`src/design/scfr_pkg.sv`:
```
// Package for the serial command frame receiver.
// Holds the phase and event codes, fixed limits and start code decoders.
// Depends on nothing; used by serial_command_frame_receiver.
package scfr_pkg;

    localparam int unsigned BYTE_W    = 8;
    localparam int unsigned COUNT_W   = 16;
    localparam int unsigned EVENT_W   = 4;
    localparam int unsigned APB_DW    = 32;
    localparam int unsigned APB_AW    = 3;

    localparam logic [BYTE_W-1:0] MAX_INDEX = 8'd198;
    localparam logic [BYTE_W-1:0] CR_BYTE   = 8'd13;

    localparam logic REG_RESTRICTED = 1'b0;
    localparam logic REG_DEFER      = 1'b1;

    typedef enum logic [1:0] {
        PH_IDLE  = 2'd0,
        PH_BODY  = 2'd1,
        PH_SUM   = 2'd2,
        PH_SKIP  = 2'd3
    } phase_t;

    typedef enum logic [EVENT_W-1:0] {
        EV_IGNORED  = 4'd0,
        EV_START    = 4'd1,
        EV_BODY     = 4'd2,
        EV_END      = 4'd3,
        EV_DISPATCH = 4'd4,
        EV_DEFERRED = 4'd5,
        EV_SUMERR   = 4'd6,
        EV_OVERFLOW = 4'd7,
        EV_SKIPARM  = 4'd8,
        EV_SKIPPED  = 4'd9,
        EV_REFUSED  = 4'd10
    } event_t;

    function automatic logic is_free_start(input logic [BYTE_W-1:0] b);
        return b inside {8'd1, 8'd12, 8'd15};
    endfunction

    function automatic logic is_limited_start(input logic [BYTE_W-1:0] b);
        return b inside {8'd2, 8'd3, 8'd4, 8'd5, 8'd7, 8'd11, 8'd16, 8'd17, 8'd20, 8'd22};
    endfunction

endpackage

```
`src/design/serial_command_frame_receiver.sv`:
```
// Serial command frame receiver: frame parser, checksum, defer countdown, counters.
// Each accepted byte's result is registered and presented in the cycle after it is taken.
// Throughput: one byte per cycle; the parser state and the result register
// both update at the accepting edge, and input stalls only while a result waits.
// Reset clears the phase, frame position, checksum, countdown, counters and
// configuration; depends on scfr_pkg.
module serial_command_frame_receiver (
    input  logic                          clk,
    input  logic                          rst_n,
    input  logic                          psel,
    input  logic                          penable,
    input  logic                          pwrite,
    input  logic [scfr_pkg::APB_AW-1:0]   paddr,
    input  logic [scfr_pkg::APB_DW-1:0]   pwdata,
    output logic [scfr_pkg::APB_DW-1:0]   prdata,
    output logic                          pready,
    input  logic                          in_valid,
    output logic                          in_stall,
    input  logic [scfr_pkg::BYTE_W-1:0]   rx_byte,
    output logic                          out_valid,
    input  logic                          out_stall,
    output logic [scfr_pkg::EVENT_W-1:0]  event_res,
    output logic [scfr_pkg::BYTE_W-1:0]   data_byte,
    output logic [scfr_pkg::BYTE_W-1:0]   byte_index,
    output logic [scfr_pkg::BYTE_W-1:0]   frame_length,
    output logic [scfr_pkg::COUNT_W-1:0]  frames_started,
    output logic [scfr_pkg::COUNT_W-1:0]  frames_deferred,
    output logic [scfr_pkg::COUNT_W-1:0]  checksum_errors,
    output logic [scfr_pkg::COUNT_W-1:0]  length_errors
);
    import scfr_pkg::*;

    logic                 restricted_reg;
    logic [COUNT_W-1:0]   defer_init_reg;

    phase_t               phase_reg, phase_next;
    logic [BYTE_W-1:0]    index_reg, index_next;
    logic [BYTE_W-1:0]    xor_reg, xor_next;
    logic [COUNT_W-1:0]   countdown_reg, countdown_next;
    logic [COUNT_W-1:0]   start_cnt_reg, start_cnt_next;
    logic [COUNT_W-1:0]   defer_cnt_reg, defer_cnt_next;
    logic [COUNT_W-1:0]   sum_cnt_reg, sum_cnt_next;
    logic [COUNT_W-1:0]   ovf_cnt_reg, ovf_cnt_next;

    logic                 out_valid_reg;
    event_t               event_reg, event_next;
    logic [BYTE_W-1:0]    data_reg, data_next;
    logic [BYTE_W-1:0]    bidx_reg, bidx_next;
    logic [BYTE_W-1:0]    flen_reg, flen_next;

    logic                 cfg_write;
    logic                 in_take;
    logic [BYTE_W-1:0]    index_inc;

    assign pready    = 1'b1;
    assign cfg_write = psel & penable & pwrite;
    assign in_stall  = out_valid_reg & out_stall;
    assign in_take   = in_valid & ~in_stall;
    assign index_inc = index_reg + 8'd1;

    always_comb
    begin
        if (paddr[2] == REG_DEFER)
        begin
            prdata = {{(APB_DW-COUNT_W){1'b0}}, defer_init_reg};
        end
        else
        begin
            prdata = {{(APB_DW-1){1'b0}}, restricted_reg};
        end
    end

    always_comb
    begin
        phase_next     = phase_reg;
        index_next     = index_reg;
        xor_next       = xor_reg;
        countdown_next = countdown_reg;
        start_cnt_next = start_cnt_reg;
        defer_cnt_next = defer_cnt_reg;
        sum_cnt_next   = sum_cnt_reg;
        ovf_cnt_next   = ovf_cnt_reg;
        event_next     = EV_IGNORED;
        data_next      = '0;
        bidx_next      = '0;
        flen_next      = '0;

        case (phase_reg)
            PH_IDLE:
            begin
                if (is_free_start(rx_byte) || (is_limited_start(rx_byte) && !restricted_reg))
                begin
                    data_next      = rx_byte;
                    bidx_next      = index_reg;
                    xor_next       = rx_byte;
                    start_cnt_next = start_cnt_reg + 16'd1;
                    phase_next     = PH_BODY;
                    event_next     = EV_START;
                end
                else if (is_limited_start(rx_byte))
                begin
                    event_next = EV_REFUSED;
                end
                else if (rx_byte == CR_BYTE)
                begin
                    phase_next = PH_SKIP;
                    event_next = EV_SKIPARM;
                end
            end
            PH_BODY:
            begin
                data_next = rx_byte;
                bidx_next = index_inc;
                if (index_inc > MAX_INDEX)
                begin
                    ovf_cnt_next = ovf_cnt_reg + 16'd1;
                    index_next   = '0;
                    xor_next     = '0;
                    phase_next   = PH_IDLE;
                    event_next   = EV_OVERFLOW;
                end
                else
                begin
                    index_next = index_inc;
                    xor_next   = xor_reg ^ rx_byte;
                    if (rx_byte == CR_BYTE)
                    begin
                        phase_next = PH_SUM;
                        event_next = EV_END;
                    end
                    else
                    begin
                        event_next = EV_BODY;
                    end
                end
            end
            PH_SUM:
            begin
                if (rx_byte == xor_reg)
                begin
                    if (!restricted_reg && countdown_reg != '0)
                    begin
                        countdown_next = countdown_reg - 16'd1;
                    end
                    if (!restricted_reg && countdown_reg != '0 && countdown_reg != 16'd1)
                    begin
                        defer_cnt_next = defer_cnt_reg + 16'd1;
                        event_next     = EV_DEFERRED;
                    end
                    else
                    begin
                        flen_next  = index_reg;
                        event_next = EV_DISPATCH;
                    end
                end
                else
                begin
                    sum_cnt_next = sum_cnt_reg + 16'd1;
                    event_next   = EV_SUMERR;
                end
                index_next = '0;
                xor_next   = '0;
                phase_next = PH_IDLE;
            end
            PH_SKIP:
            begin
                phase_next = PH_IDLE;
                event_next = EV_SKIPPED;
            end
            default:
            begin
                phase_next = PH_IDLE;
            end
        endcase
    end

    always_ff @(posedge clk or negedge rst_n)
    begin
        if (!rst_n)
        begin
            restricted_reg <= 1'b0;
            defer_init_reg <= '0;
            phase_reg      <= PH_IDLE;
            index_reg      <= '0;
            xor_reg        <= '0;
            countdown_reg  <= '0;
            start_cnt_reg  <= '0;
            defer_cnt_reg  <= '0;
            sum_cnt_reg    <= '0;
            ovf_cnt_reg    <= '0;
            out_valid_reg  <= 1'b0;
        end
        else
        begin
            if (cfg_write)
            begin
                if (paddr[2] == REG_DEFER)
                begin
                    defer_init_reg <= pwdata[COUNT_W-1:0];
                    countdown_reg  <= pwdata[COUNT_W-1:0];
                end
                else
                begin
                    restricted_reg <= pwdata[0];
                end
            end
            if (in_take)
            begin
                phase_reg     <= phase_next;
                index_reg     <= index_next;
                xor_reg       <= xor_next;
                start_cnt_reg <= start_cnt_next;
                defer_cnt_reg <= defer_cnt_next;
                sum_cnt_reg   <= sum_cnt_next;
                ovf_cnt_reg   <= ovf_cnt_next;
                if (!cfg_write || paddr[2] != REG_DEFER)
                begin
                    countdown_reg <= countdown_next;
                end
            end
            if (in_take)
            begin
                out_valid_reg <= 1'b1;
            end
            else if (!out_stall)
            begin
                out_valid_reg <= 1'b0;
            end
        end
    end

    always_ff @(posedge clk)
    begin
        if (in_take)
        begin
            event_reg <= event_next;
            data_reg  <= data_next;
            bidx_reg  <= bidx_next;
            flen_reg  <= flen_next;
        end
    end

    assign out_valid       = out_valid_reg;
    assign event_res       = event_reg;
    assign data_byte       = data_reg;
    assign byte_index      = bidx_reg;
    assign frame_length    = flen_reg;

    // Counters are live registers; they only change on a new transfer, which
    // cannot happen while a result is held.
    assign frames_started  = start_cnt_reg;
    assign frames_deferred = defer_cnt_reg;
    assign checksum_errors = sum_cnt_reg;
    assign length_errors   = ovf_cnt_reg;

endmodule
```
`config.mk`:
```
export PLATFORM = sky130hd
export DESIGN_NAME = serial_command_frame_receiver
export DESIGN_NICKNAME = d
export VERILOG_FILES = /design/src/design/scfr_pkg.sv /design/src/design/serial_command_frame_receiver.sv
export SDC_FILE = /design/constraint.sdc
export NUM_CORES = 1
export LEC_CHECK = 0
export BUFFER_PORTS_ARGS = -buffer_cell sky130_fd_sc_hd__buf_4
export CORE_MARGIN = 2
export CORE_UTILIZATION = 58
export DETAILED_ROUTE_END_ITERATION = 7
export PLACE_DENSITY = 0.91
export SYNTH_ARGS = -nofsm -noshare
export SYNTH_HDL_FRONTEND = slang
export SYNTH_SLANG_ARGS = --single-unit
```
`constraint.sdc`:
```
create_clock -name clk -period 6.3 [get_ports clk]
set_input_delay 0.945 -clock clk [delete_from_list [all_inputs] [get_ports clk]]
set_output_delay 0.945 -clock clk [all_outputs]
set_load 0.02 [all_outputs]
```
==> results of run 1 <==
[critical path, cell delays in order]
cell and delay, ps:
buf_4 100, nand2_1 100, nand2_1 310, clkinv_1 140
buf_4 460, nand4_1 160, nor3_1 890, nand4_1 210
xnor2_1 190
[power by group through the flow]
stage	registers (mW)	clock network, mW	logic [mW]
final	1.19	0.975	0.542
after global placement	1.19	0	0.519
after global routing	1.21	1.03	0.594
after detailed placement	1.20	0	0.536
after floorplan	1.19	0	0.379
after CTS	1.19	0.981	0.543
[final cells by class]
class / count / area (um^2) / area share [%]
Clock buffer: 18 / 429 / 4.75
Clock inverter: 13 / 138 / 1.52
Inverter: 20 / 75.1 / 0.830
Multi-Input combinational cell: 534 / 3350 / 37.1
Sequential cell: 144 / 3740 / 41.4
Tap cell: 172 / 215 / 2.38
Timing Repair Buffer: 145 / 1090 / 12.0
[stage by stage]
step                      util [%]  worst slack, ps  total power, mW  instance area (um^2)
after floorplan                  -             3440             1.57                  7430
after global placement        67.7             2710             1.71                  8470
after detailed placement      67.7             2620             1.73                  8470
after CTS                     72.2             3070             2.71                  9040
after global routing          72.2             2770             2.83                  9040
final                         72.2             3090             2.71                  9040
[per-layer routing]
layer / wire length (um) / share of wire (%) / global-route usage [%]
met5: 0 / 0 / 0
met4: 374 / 2.2 / 10.5
met3: 1090 / 6.5 / 6.13
met2: 8090 / 48 / 40.1
met1: 7140 / 43 / 33.9
[cell families (layout without fill, tap and decap cells)]
logic type      count (synthesis)  in the layout  share of synthesized area [%]
simple gates                  309            309                           21.2
flops                         144            144                           50.7
compound gates                108            108                           10.5
xor+xnor                       78             78                           9.26
buf+inv                        66            196                           4.61
fa+ha+maj                      13             13                           2.20
mux                             9              9                           1.39
other cells                     2             17                          0.102
[cell usage in the layout (no fill, tap or decap), types with 3 or more instances in the layout]
cell        instances
mux2_2              6
and4_1              3
o21ai_0            38
nand4_1            28
o22ai_1             3
xnor2_1            54
nand2_1           101
nor2_1             44
a31o_2              3
nand3_1            32
conb_1             17
and2_1             29
ha_1               13
edfxtp_1           28
clkbuf_16          17
xor2_1             24
buf_4             145
clkinv_2            3
a21oi_1            12
clkinvlp_4          4
a32o_1             10
dfrtp_1           116
a31oi_1             6
and3_1             14
nor2b_1             7
nor3_1             26
o21ai_1             5
inv_1              19
[worst paths after layout]
check                                                     start                               to  slack [ps]
worst max-delay path                                  out_stall    length_errors[14]$_DFFE_PN0P_        3090
worst max register to register            out_valid$_DFFE_PN0P_    length_errors[14]$_DFFE_PN0P_        3340
min in group asynchronous                                 rst_n    length_errors[11]$_DFFE_PN0P_         490
worst min-delay path            frames_deferred[15]$_DFFE_PN0P_  frames_deferred[15]$_DFFE_PN0P_         470
worst min register to register  frames_deferred[15]$_DFFE_PN0P_  frames_deferred[15]$_DFFE_PN0P_         470
max in group asynchronous                                 rst_n         index_reg[5]$_DFFE_PN0P_        4470
==> results.toml, run 1 <==
[synthesis]
async_flop_share_pct = 80.6
synth-seq-cells = 144
synth_area_leader_cell = "dfrtp_1"
synth.distinct_cells = 72
ys_seq_area_share_pct = 50.7
yosysWarnings = 0
synth-edff-count = 28
synth.area.top_cells = "dfrtp_1, edfxtp_1, xnor2_1"
synth_ff_type = "dfrtp_1"
avgSynthCellArea_um2 = 10.1
synth_top_area_share_pct = 39.3
synth.cells.most_frequent = "dfrtp_1, nand2_1, xnor2_1"
postSynthCellCount = 729
yosysMostFrequentCell = "dfrtp_1"
synthesis.area_um2 = 7380

[min_path]
hold_depth = 1
holdCritPathClass = "reg2reg"

[grt]
grt_pass1_wl_um = 26900
antenna_found_initial = 0
grt_pass1_vias = 5470
grt_max_degree = 74
globalRouteOverflowTotal = 0
grt.total_usage_pct = 25.4

[timing]
worst_pin_slew_ps = 1140
slew_violations = 0
hold_viol = 0
slew_headroom_pct = 23.2
timing.final.crit_share_pct = 50.9
period_minus_slack_ps = 3210
max_freq_mhz = 312
setup_viol = 0
fin_hold_ws_ps = 469
fin_setup_tns_ps = 0
rsz0062_at_grt = "no"
clock-skew-final_ps = 6.20

[die]
ios = 177
rows = 41
dieArea_um2 = 13600
die_x_um = 117
core-area_um2 = 12500
start_util_pct = 58.9
die_h_um = 117

[power_and_ir_drop]
power_density_nw_per_um2 = 300
seqPwrFrac_pct = 44.0
switching_power_mw = 0.831
leakage_nw = 4.12
ir_worst_vdd_mv = 0.204
p_comb_share_pct = 20.0
swShare_pct = 30.7
internal_power_mw = 1.88
clockPowerShare_pct = 36.0

[run_status]
status = "complete, no violations"

[clock_tree]
cts_tree = "yes"
root_buffer = "clkbuf_16"
numClockSinks = 144
cts_setup_buffers = 0
htree_levels = 4
numCtsBuffers = 17
cts_resized = 0
cts_hold_buf = 0
clk_path_buf_depth = 2
clkTransAtPathRegs_ps = 60
clk_latency_ps = 430

[route]
drt_wl_total_um = 16700
postRouteAntennaNets = 0
wire_per_inst_um = 16.0
drtIter0Drc = 434
vias = 5871
viasPerCell = 5.61
drc_errors = 0
first_pass_iters = 5

[cells_and_area]
drive_gt1_share_pct = 23.1
antenna_cells = 0
final_cell_count_no_fill = 1046
fin_nets = 925
area_growth_pct = 22.5
fillers = 906

[setup_path]
critPathKind = "in2reg"
reg2regPathDepth = 8
crit_path_max_fanout = 44
critPathCaptureType = "flop"
required_ps = 6610
startpoint_type = "input pin"
crit_arrival_ps = 3520

[placement]
finalWeightedCongestion = 0.921
dp_cells = 1015
io_buffer_count = 141
dp.final_hpwl_um = 11300

[flow_run]
cap_violations = 0
(Power assumes the default switching activity.)
==> inputs of run 2 (changes only) <==
--- a/config.mk
+++ b/config.mk
@@ -5,11 +5,12 @@
 export SDC_FILE = /design/constraint.sdc
 export NUM_CORES = 1
 export LEC_CHECK = 0
+export ABC_AREA = 1
 export BUFFER_PORTS_ARGS = -buffer_cell sky130_fd_sc_hd__buf_4
 export CORE_MARGIN = 2
-export CORE_UTILIZATION = 58
+export CORE_UTILIZATION = 50
 export DETAILED_ROUTE_END_ITERATION = 7
-export PLACE_DENSITY = 0.91
+export PLACE_DENSITY = 0.83
 export SYNTH_ARGS = -nofsm -noshare
 export SYNTH_HDL_FRONTEND = slang
 export SYNTH_SLANG_ARGS = --single-unit
==> constraint.sdc (replaced) <==
create_clock -name clk -period 2.9 [get_ports clk]
set_input_delay 0.435 -clock clk [delete_from_list [all_inputs] [get_ports clk]]
set_output_delay 0.435 -clock clk [all_outputs]
set_load 0.02 [all_outputs]
==> run 2 against run 1 <==
  * Clock power up 140%
  * Synthesized cell count rose by 45%
  * Via count up 25%
  * Power rose to 2.7 times the previous value
  * Critical path depth rose by 2
  * Core utilization shrank 11 points
  * Sequential power grew 130%
  * Cell count rose by 37%
  * Largest cell class is now multi-input combinational cells
==> results.toml, run 2 <==
[run_status]
status = "complete, no violations"

[cells_and_area]
antenna_cells = 0
final_common_cell = "nand2_1"
fin_nets = 1261
multi_input_area_um2 = 3870
final_cell_mix = "nand2_1, buf_4, dfrtp_1"
area_growth_pct = 21.9
fillers = 1434
seqCellArea_um2 = 3740
drive_gt1_share_pct = 18.2

[synthesis]
avgSynthCellArea_um2 = 7.86
synthesis.area_um2 = 8300
synth_area_leader_cell = "dfrtp_1"
postSynthCellCount = 1055
synth.cells.most_frequent = "nand2_1, dfrtp_1, inv_1"
synth_ff_type = "dfrtp_1"
yosysWarnings = 0
synth.distinct_cells = 44
synth-seq-cells = 144
ys_seq_area_share_pct = 45.1
async_flop_share_pct = 80.6
synth_top_area_share_pct = 35.0
yosysMostFrequentCell = "nand2_1"
synth-edff-count = 28
synth.area.top_cells = "dfrtp_1, nand2_1, edfxtp_1"

[placement]
finalWeightedCongestion = 0.922
io_buffer_count = 141
dp.final_hpwl_um = 13800

[power_and_ir_drop]
ir_worst_vdd_mv = 0.451
power_density_nw_per_um2 = 726
finalPower_mw = 7.35
leakage_nw = 4.99

[setup_path]
crit_path_max_fanout = 13
crit_arrival_ps = 2620
startpoint_type = "flop"
critPathCaptureType = "flop"
critPathKind = "reg2reg"
required_ps = 3200

[grt]
grt_pass1_vias = 6982
globalRouteOverflowTotal = 0
antenna_found_initial = 0
grt_max_degree = 50
grt_pass1_wl_um = 32300
grt.total_usage_pct = 22.3

[timing]
worst_pin_slew_ps = 664
hold_viol = 0
rsz0062_at_grt = "no"
setup_viol = 0
timing.final.crit_share_pct = 80.0
fin_setup_tns_ps = 0
period_minus_slack_ps = 2320
clock-skew-final_ps = 10.6
slew_headroom_pct = 55.7
slew_violations = 0
max_freq_mhz = 431

[die]
die_x_um = 133
rows = 47
core-area_um2 = 16400
die_h_um = 133
dieArea_um2 = 17600
ios = 177
start_util_pct = 50.6

[route]
postRouteAntennaNets = 0
drt_wl_total_um = 19100
first_pass_iters = 5
wire_per_inst_um = 13.3
drtIter0Drc = 474
viasPerCell = 5.15
vias = 7368
drc_errors = 0

[clock_tree]
cts_hold_buf = 0
root_buffer = "clkbuf_16"
htree_levels = 4
cts_setup_buffers = 0
numClockSinks = 144
cts_tree = "yes"
numCtsBuffers = 17
clk_latency_ps = 420
clkTransAtPathRegs_ps = 60
clk_path_buf_depth = 2
cts_resized = 0

[flow_run]
cap_violations = 0

[min_path]
holdCritPathClass = "in2async"
==> run 2: stage by stage <==
| stage | std cells | setup WS [ps] | utilization (%) | hold slack, ps | cell area [um^2] |
|---|---|---|---|---|---|
| 2_1_floorplan | 1070 | 929 | - | 139 | 8350 |
| 3_3_place_gp | 1399 | 682 | 57.8 | 466 | 9490 |
| 3_5_place_dp | 1399 | 633 | 57.8 | 465 | 9490 |
| 4_1_cts | 1431 | 594 | 61.7 | 58.9 | 10100 |
| 5_1_grt | 1431 | 359 | 61.7 | 88.7 | 10100 |
| 6_report | 1431 | 579 | 61.7 | 38.5 | 10100 |
==> run 2: layout make-up <==
cell class | instances | area share [%]
Clock buffer | 19 | 4.38
Clock inverter | 13 | 1.82
Inverter | 121 | 4.51
Multi-Input combinational cell | 764 | 38.3
Sequential cell | 144 | 37.0
Tap cell | 220 | 2.72
Timing Repair Buffer | 150 | 11.3
==> run 2: cells by family (layout without fill, tap and decap cells) <==
group           count (synthesis)  after routing  synth area share [%]
flops                         144            144                  45.1
simple gates                  565            565                  30.1
other cells                     2             17                0.0905
buf+inv                       162            303                  8.85
compound gates                103            103                  6.68
fa+ha+maj                      13             13                  1.96
xor+xnor                       66             66                  7.19
==> run 2: worst max-delay path, stage by stage (launching register included) <==
cell and delay, ps:
dfrtp_1 460, ha_1 360, nor2_1 130, nand3_1 100
nand2_1 70, nor2_1 50, nand2_2 100, nand3_2 260
nor2_2 180, nand2_2 200, o21ai_0 230, nand2_1 60
==> run 2: final timing paths <==
| kind | endpoint | start | slack, ps | cells past startpoint |
|---|---|---|---|---|
| min in group clk | defer_init_reg[4]$_DFFE_PN0P_ | pwdata[4] | 230 | 3 |
| worst min-delay path | frames_started[10]$_DFFE_PN0P_ | rst_n | 40 | 1 |
| max in group asynchronous | index_reg[4]$_DFFE_PN0P_ | rst_n | 2090 | 2 |
| worst min register to register | defer_init_reg[3]$_DFFE_PN0P_ | defer_init_reg[3]$_DFFE_PN0P_ | 490 | 2 |
| worst max register to register | length_errors[8]$_DFFE_PN0P_ | index_reg[0]$_DFFE_PN0P_ | 580 | 11 |
| worst max-delay path | length_errors[8]$_DFFE_PN0P_ | index_reg[0]$_DFFE_PN0P_ | 580 | 11 |
==> run 2: layer usage <==
layer | vias up | global-route usage [%] | routed length [um]
li1 | 3629 | - | -
met1 | 3476 | 29.6 | 8660
met2 | 238 | 36.7 | 9010
met3 | 25 | 4.06 | 1070
met4 | 0 | 8.54 | 326
met5 | - | 0 | 0
==> run 2: report_power, final <==
group	internal [mW]	switching [mW]	total, mW
Combinational	0.805	1.42	2.22
Sequential	2.45	0.345	2.79
Clock	1.47	0.863	2.33
